--- src/hdl/ftr_pkg.sv ---
`default_nettype none

package ftr_pkg;

    localparam int FRAME_WIDTH  = 256;
    localparam int FRAME_HEIGHT = 256;

    localparam int COORD_W = 11;
    localparam int DIFF_W  = COORD_W + 1;
    localparam int PROD_W  = 2 * DIFF_W;
    localparam int AREA_W  = PROD_W + 1;
    localparam int EDGE_W  = PROD_W + 2;
    localparam int COLOR_W = 32;
    localparam int READ_W  = 8;

    localparam int XW        = $clog2(FRAME_WIDTH);
    localparam int YW        = $clog2(FRAME_HEIGHT);
    localparam int MEM_DEPTH = FRAME_WIDTH * FRAME_HEIGHT;
    localparam int ADDR_W    = $clog2(MEM_DEPTH);

    localparam int QUEUE_DEPTH = 2;
    localparam int QPTR_W      = (QUEUE_DEPTH > 1) ? $clog2(QUEUE_DEPTH) : 1;
    localparam int QCNT_W      = $clog2(QUEUE_DEPTH + 1);

    localparam logic [COLOR_W-1:0] PIX_WHITE = '1;
    localparam logic [COLOR_W-1:0] PIX_CLEAR = '0;

    typedef enum logic [0:0] {
        MODE_DRAW = 1'b0,
        MODE_READ = 1'b1
    } mode_t;

    typedef logic signed [COORD_W-1:0] coord_t;

    localparam coord_t FRAME_X_MAX = coord_t'(FRAME_WIDTH - 1);
    localparam coord_t FRAME_Y_MAX = coord_t'(FRAME_HEIGHT - 1);

    // decoded command handed from the front end to the back end
    typedef struct packed {
        logic               is_read;
        logic               culled;
        logic               box_empty;
        logic [READ_W-1:0]  read_x;
        logic [READ_W-1:0]  read_y;
        coord_t             ax;
        coord_t             ay;
        coord_t             bx;
        coord_t             by;
        coord_t             cx;
        coord_t             cy;
        coord_t             x0;
        coord_t             x1;
        coord_t             y0;
        coord_t             y1;
        logic [COLOR_W-1:0] color;
    } cmd_t;

    typedef struct packed {
        logic empty;
        logic full;
    } q_stat_t;

    function automatic logic [ADDR_W-1:0] pix_addr(input logic [XW-1:0] x,
                                                   input logic [YW-1:0] y);
        return ADDR_W'(int'(y) * FRAME_WIDTH + int'(x));
    endfunction

    function automatic logic in_frame(input coord_t x, input coord_t y);
        return (x >= 0) && (int'(x) < FRAME_WIDTH) &&
               (y >= 0) && (int'(y) < FRAME_HEIGHT);
    endfunction

    function automatic coord_t min3(input coord_t a, input coord_t b, input coord_t c);
        coord_t m;
        m = (a < b) ? a : b;
        return (m < c) ? m : c;
    endfunction

    function automatic coord_t max3(input coord_t a, input coord_t b, input coord_t c);
        coord_t m;
        m = (a > b) ? a : b;
        return (m > c) ? m : c;
    endfunction

endpackage

`default_nettype wire

--- src/hdl/ftr_req_if.sv ---
`default_nettype none

interface ftr_req_if;
    import ftr_pkg::*;

    logic                  valid;
    logic                  ready;
    logic                  mode;
    coord_t                ax;
    coord_t                ay;
    coord_t                bx;
    coord_t                by;
    coord_t                cx;
    coord_t                cy;
    logic [COLOR_W-1:0]    fill_color;
    logic [READ_W-1:0]     read_x;
    logic [READ_W-1:0]     read_y;

    modport source (
        output valid, mode, ax, ay, bx, by, cx, cy, fill_color, read_x, read_y,
        input  ready
    );

    modport sink (
        input  valid, mode, ax, ay, bx, by, cx, cy, fill_color, read_x, read_y,
        output ready
    );

endinterface

`default_nettype wire

--- src/hdl/ftr_front.sv ---
`default_nettype none

module ftr_front (
    input  wire logic            clk,
    input  wire logic            rst_n,
    ftr_req_if.sink              req,
    input  wire logic            clearing,
    input  wire ftr_pkg::q_stat_t q_stat,
    output logic                 push,
    output ftr_pkg::cmd_t        push_cmd
);
    import ftr_pkg::*;

    typedef enum logic [3:0] {
        F_IDLE   = 4'b0001,
        F_PROD_A = 4'b0010,
        F_PROD_B = 4'b0100,
        F_PUSH   = 4'b1000
    } fstate_t;

    fstate_t                   state_reg, state_next;
    cmd_t                      cmd_reg, cmd_next;
    logic signed [PROD_W-1:0]  prod_a_reg, prod_a_next;
    logic signed [PROD_W-1:0]  prod_b_reg, prod_b_next;

    logic signed [DIFF_W-1:0]  d_bax, d_cay, d_cax, d_bay;
    logic signed [AREA_W-1:0]  area;
    coord_t                    xmin, xmax, ymin, ymax;
    coord_t                    x0c, x1c, y0c, y1c;

    assign req.ready = (state_reg == F_IDLE) && !clearing;

    assign d_bax = DIFF_W'(cmd_reg.bx) - DIFF_W'(cmd_reg.ax);
    assign d_cay = DIFF_W'(cmd_reg.cy) - DIFF_W'(cmd_reg.ay);
    assign d_cax = DIFF_W'(cmd_reg.cx) - DIFF_W'(cmd_reg.ax);
    assign d_bay = DIFF_W'(cmd_reg.by) - DIFF_W'(cmd_reg.ay);

    assign area = AREA_W'(prod_a_reg) - AREA_W'(prod_b_reg);

    // bounding box clipped to the frame
    always_comb
    begin
        xmin = min3(cmd_reg.ax, cmd_reg.bx, cmd_reg.cx);
        xmax = max3(cmd_reg.ax, cmd_reg.bx, cmd_reg.cx);
        ymin = min3(cmd_reg.ay, cmd_reg.by, cmd_reg.cy);
        ymax = max3(cmd_reg.ay, cmd_reg.by, cmd_reg.cy);
        x0c  = (xmin < 0) ? '0 : xmin;
        y0c  = (ymin < 0) ? '0 : ymin;
        x1c  = (xmax > FRAME_X_MAX) ? FRAME_X_MAX : xmax;
        y1c  = (ymax > FRAME_Y_MAX) ? FRAME_Y_MAX : ymax;
    end

    always_comb
    begin
        push_cmd           = cmd_reg;
        push_cmd.culled    = !cmd_reg.is_read && area[AREA_W-1];
        push_cmd.x0        = x0c;
        push_cmd.x1        = x1c;
        push_cmd.y0        = y0c;
        push_cmd.y1        = y1c;
        push_cmd.box_empty = (x0c > x1c) || (y0c > y1c);
    end

    always_comb
    begin
        state_next  = state_reg;
        cmd_next    = cmd_reg;
        prod_a_next = prod_a_reg;
        prod_b_next = prod_b_reg;
        push        = 1'b0;
        unique case (state_reg)
            F_IDLE:
            begin
                if (req.valid && req.ready)
                begin
                    cmd_next.is_read   = (req.mode == MODE_READ);
                    cmd_next.culled    = 1'b0;
                    cmd_next.box_empty = 1'b0;
                    cmd_next.read_x    = req.read_x;
                    cmd_next.read_y    = req.read_y;
                    cmd_next.ax        = req.ax;
                    cmd_next.ay        = req.ay;
                    cmd_next.bx        = req.bx;
                    cmd_next.by        = req.by;
                    cmd_next.cx        = req.cx;
                    cmd_next.cy        = req.cy;
                    cmd_next.x0        = '0;
                    cmd_next.x1        = '0;
                    cmd_next.y0        = '0;
                    cmd_next.y1        = '0;
                    cmd_next.color     = req.fill_color;
                    state_next = (req.mode == MODE_READ) ? F_PUSH : F_PROD_A;
                end
            end
            F_PROD_A:
            begin
                prod_a_next = d_bax * d_cay;
                state_next  = F_PROD_B;
            end
            F_PROD_B:
            begin
                prod_b_next = d_cax * d_bay;
                state_next  = F_PUSH;
            end
            F_PUSH:
            begin
                if (!q_stat.full)
                begin
                    push       = 1'b1;
                    state_next = F_IDLE;
                end
            end
            default:
            begin
                state_next = F_IDLE;
            end
        endcase
    end

    always_ff @(posedge clk or negedge rst_n)
    begin
        if (!rst_n)
        begin
            state_reg <= F_IDLE;
        end
        else
        begin
            state_reg <= state_next;
        end
    end

    always_ff @(posedge clk)
    begin
        cmd_reg    <= cmd_next;
        prod_a_reg <= prod_a_next;
        prod_b_reg <= prod_b_next;
    end

`ifndef NO_ASSERTIONS
    a_push_has_room: assert property (@(posedge clk) disable iff (!rst_n)
        push |-> !q_stat.full)
        else $error("push into a full queue");

    a_accept_then_busy: assert property (@(posedge clk) disable iff (!rst_n)
        (req.valid && req.ready) |=> (state_reg != F_IDLE))
        else $error("front end idle right after a transfer");

    a_read_never_culled: assert property (@(posedge clk) disable iff (!rst_n)
        (push && push_cmd.is_read) |-> !push_cmd.culled)
        else $error("read command marked culled");
`endif

endmodule

`default_nettype wire

--- src/flat_wrapper.sv ---
// flat-port wrapper written by rule: the top's interface ports become plain ports
module ftr_front_flat import ftr_pkg::*;
  (clk, rst_n, clearing, q_stat, push, push_cmd, req_valid, req_mode, req_ax, req_ay, req_bx, req_by, req_cx, req_cy, req_fill_color, req_read_x, req_read_y, req_ready);
  ftr_req_if req_i ();
  input  wire logic clk;
  input  wire logic rst_n;
  input  wire logic clearing;
  input  wire ftr_pkg::q_stat_t q_stat;
  output logic push;
  output ftr_pkg::cmd_t push_cmd;
  input wire logic [$bits(req_i.valid)-1:0] req_valid;
  input wire logic [$bits(req_i.mode)-1:0] req_mode;
  input wire logic [$bits(req_i.ax)-1:0] req_ax;
  input wire logic [$bits(req_i.ay)-1:0] req_ay;
  input wire logic [$bits(req_i.bx)-1:0] req_bx;
  input wire logic [$bits(req_i.by)-1:0] req_by;
  input wire logic [$bits(req_i.cx)-1:0] req_cx;
  input wire logic [$bits(req_i.cy)-1:0] req_cy;
  input wire logic [$bits(req_i.fill_color)-1:0] req_fill_color;
  input wire logic [$bits(req_i.read_x)-1:0] req_read_x;
  input wire logic [$bits(req_i.read_y)-1:0] req_read_y;
  output wire logic [$bits(req_i.ready)-1:0] req_ready;
  assign req_i.valid = req_valid;
  assign req_i.mode = req_mode;
  assign req_i.ax = req_ax;
  assign req_i.ay = req_ay;
  assign req_i.bx = req_bx;
  assign req_i.by = req_by;
  assign req_i.cx = req_cx;
  assign req_i.cy = req_cy;
  assign req_i.fill_color = req_fill_color;
  assign req_i.read_x = req_read_x;
  assign req_i.read_y = req_read_y;
  assign req_ready = req_i.ready;
  ftr_front u_core (.clk(clk), .rst_n(rst_n), .req(req_i), .clearing(clearing), .q_stat(q_stat), .push(push), .push_cmd(push_cmd));
endmodule
--- config.mk ---
export PLATFORM = sky130hd
export DESIGN_NAME = ftr_front_flat
export DESIGN_NICKNAME = d
export VERILOG_FILES = /design/src/hdl/ftr_pkg.sv /design/src/hdl/ftr_req_if.sv /design/src/hdl/ftr_front.sv /design/src/flat_wrapper.sv
export SDC_FILE = /design/constraint.sdc
export NUM_CORES = 1
export LEC_CHECK = 0
export ABC_AREA = 1
export BUFFER_PORTS_ARGS = -buffer_cell sky130_fd_sc_hd__buf_2
export CORE_MARGIN = 4
export CORE_UTILIZATION = 52
export DETAILED_ROUTE_END_ITERATION = 8
export HOLD_SLACK_MARGIN = 0.15
export MAX_ROUTING_LAYER = met4
export PLACE_DENSITY = 0.73
export SLEW_MARGIN = 20
export SYNTH_ARGS = -nofsm -noshare
export SYNTH_HDL_FRONTEND = slang
export SYNTH_SLANG_ARGS = --single-unit
--- constraint.sdc ---
create_clock -name clk -period 7.5 [get_ports clk]
set_input_delay 1.5 -clock clk [delete_from_list [all_inputs] [get_ports clk]]
set_output_delay 1.5 -clock clk [all_outputs]
set_load 0.02 [all_outputs]
# Word-level counts from Yosys, hierarchy flattened

Cells that the tools add are included.

Flip-flop bits (word level): 167
Output and inout bits: 163

Add/sub/neg operators: 5
Multipliers: 2
Magnitude comparators: 14
Eq/ne operators: 6
Muxes and demuxes: 18
Reductions and logical operators: 8

Operators with widths:

| operator            | count |
|---|---|
| $mux 11             | 12 |
| $gt 11x11->1        | 6 |
| $mul 12x12->24      | 2 |
| $sub 11x11->12      | 4 |
| $lt 11x11->1        | 4 |
| $sub 24x24->25      | 1 |
| $gt 11x9->1 const B | 2 |
| $lt 11x1->1 const B | 2 |
| $pmux 4 s4          | 1 |
| $mux 4              | 3 |
| $eq 4x1->1 const B  | 1 |
| $eq 4x2->1 const B  | 1 |
| $eq 4x3->1 const B  | 1 |
| $eq 4x4->1 const B  | 1 |
| $ne 2x2->1 const B  | 2 |
| $reduce_and 2->1    | 2 |
| $logic_and 1x1->1   | 3 |
| $logic_not 1->1     | 2 |
| $mux 1              | 2 |
| $logic_or 1x1->1    | 1 |

# Depth between registers and ports, before layout

Depth in word-level cells: 8
Mapped depth: 39

# Worst setup path after synthesis

OpenSTA, ideal clock, no wires.

Path kind: register to register
From: register u_core.cmd_reg (netlist bit u_core.push_cmd[76])
To: register u_core.prod_a_reg[20], data pin
Library setup time: 259 ps
Arrival time: 6515 ps
Required time: 7241 ps
Setup slack: 727 ps
Cell stages (with the launch flop): 34
Path buffers: 1
Period minus slack after synthesis: 6773 ps
Cell sequence: edfxtp_1 inv_1 ha_1 inv_1 fa_1 nand3_1 nand2_1 nand2_1 nand2_1 a21oi_1 nor2_1 o21ai_0 nand2_1 or2_2 nand2_1 clkbuf_1 nor2_1 fa_1 inv_1 fa_1 fa_1 fa_1 inv_1 fa_1 ha_1 nand2_1 nor4_1 a21oi_1 o21ai_0 nand3_1 nand2_1 nand3_1 nand2_1 xor2_1

Longest elaborated chain between the ends: 2

Ends and longest elaborated chain:

| element                  | RTL line         | source |
|---|---|---|
| start: declaration       | ftr_front.sv:22  | `cmd_t cmd_reg, cmd_next;` |
| start signal: assignment | ftr_front.sv:134 | `cmd_reg <= cmd_next;` |
| $sub 11x11->12           | ftr_front.sv:34  | `assign d_cay = DIFF_W'(cmd_reg.cy) - DIFF_W'(cmd_reg.ay);` |
| $mul 12x12->24           | ftr_front.sv:97  | `prod_a_next = d_bax * d_cay;` |
| end signal: assignment   | ftr_front.sv:135 | `prod_a_reg <= prod_a_next;` |
| end: declaration         | ftr_front.sv:23  | `logic signed [PROD_W-1:0] prod_a_reg, prod_a_next;` |

No other way between the ends.
A chain may end at the register's enable or synchronous reset.

==> results.toml <==
[sta]
period_minus_slack_ps = 7337
fin_crit_sh = 0.9783
relSlewSlack = 0.3372
setup_viol = 0
rsz0062_at_grt = "yes"
final_hold_viol_count = 0
finClkSkew_ps = 13.03
tightest_slew_ps = 993.1
max_freq_ghz = 0.1363
maxSlewViolCount = 0
holdWs_ps = 610.8

[logic_synthesis]
synth_top_family_by_area = "adder cells"
synth-main-ff-cell = "edfxtp_1"
ys_top_cells_by_area = "fa_1 (27%), edfxtp_1 (23%), ha_1 (14%), inv_1 (8.8%), nand2_1 (8.6%)"
ys_warn_count = 0
synth_compound_area_frac = 0.06794
ys_ff_latch = 167
yosysTopAreaCell = "fa_1"
synthSimpleGateAreaFrac = 0.1631
synthMuxAreaShare = 0.001602
netlist_area_um2 = 21090
synth.avg_cell_area_um2 = 8.845
synth-xor-area-share = 0.02741
synth-seq-area-share = 0.2369
synth_edf_count = 163
async_reset_ff_frac = 0.02395
synthAdderAreaFrac = 0.4036
synth_cell_types = 51
synthCells = 2384
synth_top_area_frac = 0.2677

[clock_network]
clock_sinks = 167
holdBufCountCts = 0
cts.htree.levels = 4
cts-root-buf = "clkbuf_16"
cts_made_buffers = 17
tritoncts = "yes"
clk_path_buf_depth = 2
insertion_delay_ps = 470
path_clk_slew_ps = 70

[die]
core_um2 = 39910
num_rows = 73
die_w_um = 209.4
die_area_um2 = 43840
die_h_um = 209.4
ios = 284
start_util = 0.5283

[critical_path]
slowest_delay_ps = 400
critical_path_class = "flip-flop to output port"
crit_slowest_cell = "edfxtp_1"
end_kind = "output port"
crit_path_max_fanout = 18
critical_path_required_ps = 6000
arrival_ps = 5840
path_common_cell = "nand2_1"
critPathLaunchType = "flip-flop"

[placement]
placed_area_um2 = 23480
dp_hpwl_um = 50610
portBuffers = 280
gp_congestion = 1.004

[routing]
first_pass_iters = 5
post_drt_wl_per_cell_um = 18.27
vias_per_cell = 5.332
drt_iter0_drc = 1198
routed_wl_um = 60070
vias = 17530
drc = 0
postRouteAntennaNets = 0

[global_routing]
grt_pass1_wl_um = 95730
grt_start_max_net_pins = 66
grt_pass1_vias = 18276
antenna_found_initial = 1
grt_overflow_total = 0
grt_usage = 0.2841

[finish]
fin_nets = 3381
largest_reg_flops = 115
layout-drive-gt1-share = 0.2049
syn2layout_area_growth_pct = 18.12
final_area_um2 = 24910

[status]
status = "finished, final reports clean"

[worst_hold_path]
hold_path_class = "flip-flop to flip-flop"

[run]
drv_cap = 0
synthesized netlist by cell type (2+ instances only):
library cell,instances
o21ai_0,87
fa_1,282
xnor2_1,18
o311ai_0,2
ha_1,229
buf_4,3
edfxtp_1,163
o21bai_1,4
a211oi_1,3
and3_1,2
nor2_2,3
a31oi_1,4
or2_2,30
o31ai_1,8
and2_1,2
inv_2,7
a21oi_1,121
o21a_1,2
o21ai_1,9
nand4_1,14
nor2_1,181
nand3_2,2
nor3_1,13
a21o_1,4
nand2_2,13
a22oi_1,2
o2111ai_1,2
dfrtp_1,3
clkinv_1,16
nand3_1,61
inv_1,494
clkbuf_1,19
xor2_1,48
nand3b_1,14
nand2_1,483
o221ai_1,6
nor4_1,3
buf_2,9
o211ai_1,6
worst max-delay path: cells and delay by family (launching register included):
kind,cells,cell delay [ps]
compound gates,8,1150
xor+xnor,1,190
fa+ha+maj,4,1210
buf+inv,7,830
flops,1,400
simple gates,16,1600
path summary, 6_finish.rpt:
| check | start | to | slack, ps | cells past startpoint |
|---|---|---|---|---|
| max | u_core.push_cmd[98] | push_cmd[158] | 160 | 36 |
| min | u_core.state_reg[1] | u_core.state_reg[3] | 610 | 3 |
| max reg2reg | u_core.push_cmd[120] | u_core.prod_a_reg[20] | 400 | 39 |
| min reg2reg | u_core.state_reg[1] | u_core.state_reg[3] | 610 | 3 |
| max in group asynchronous | rst_n | u_core.state_reg[0] | 6470 | 1 |
| min in group asynchronous | rst_n | u_core.state_reg[1] | 830 | 1 |
per-stage QoR:
step                std cells    util  setup slack (ps)  setup TNS (ps)
floorplan                2385       -             726.6               0
global placement         3220  0.5881             41.20               0
detailed placement       3220  0.5881            -123.3          -123.3
CTS                      3262  0.6061             1.842               0
global route             3288  0.6240            -121.3          -258.6
finish                   3288  0.6240             162.6               0
layer usage:
metal  global-route usage  vias up  part of all wire
met5                    -        -                 0
met4              0.08348        0             0.026
met3              0.05067       81             0.065
met2               0.4824      593              0.50
met1               0.3509     8608              0.41
li1                     -     8248                 -
layout make-up:
type                    instances  area [um2]
diodes                          1       2.502
clock buffers                  17       425.4
clock inverters                15       136.4
fillers                      3337       15010
inverters                     517        1967
multi-input cells            1671       14580
flip-flops and latches        167        4996
well taps                     525       656.9
repair buffers                374        2140
repair inverters                1       5.005
layout by cell type, fill, tap and decap left out, types with 11 or more instances in the layout:
| cell type | synthesis | final |
|---|---|---|
| xor2_1 | 48 | 48 |
| inv_2 | 7 | 16 |
| nand3_1 | 61 | 57 |
| edfxtp_1 | 163 | 163 |
| ha_4 | 0 | 11 |
| buf_2 | 9 | 279 |
| inv_1 | 494 | 481 |
| nor2_1 | 181 | 174 |
| ha_1 | 229 | 212 |
| clkinv_1 | 16 | 14 |
| or2_2 | 30 | 30 |
| nand2_2 | 13 | 22 |
| fa_1 | 282 | 278 |
| nand4_1 | 14 | 14 |
| xnor2_1 | 18 | 18 |
| a21oi_1 | 121 | 113 |
| buf_4 | 3 | 88 |
| clkbuf_16 | 0 | 17 |
| o21ai_0 | 87 | 64 |
| nand2_1 | 483 | 470 |
| o21ai_1 | 9 | 17 |
| nand3b_1 | 14 | 14 |
what timing repair did:
item,CTS,global route
cloned,1,3
endpoints found under the setup margin,1,14
buffers inserted,9,22
pin swaps,2,24
gates resized for setup,21,136
cell families (layout without fill, tap and decap cells):
kind of cell | count (synthesis) | count (layout)
other cells | 1 | 3
buf+inv | 550 | 924
fa+ha+maj | 511 | 511
mux | 2 | 4
flops | 167 | 167
xor+xnor | 66 | 66
compound gates | 262 | 262
simple gates | 825 | 826
Power is left out: the tool's default activity adds up to more than one toggle a clock period on the data nets, which glitch-free logic cannot reach.
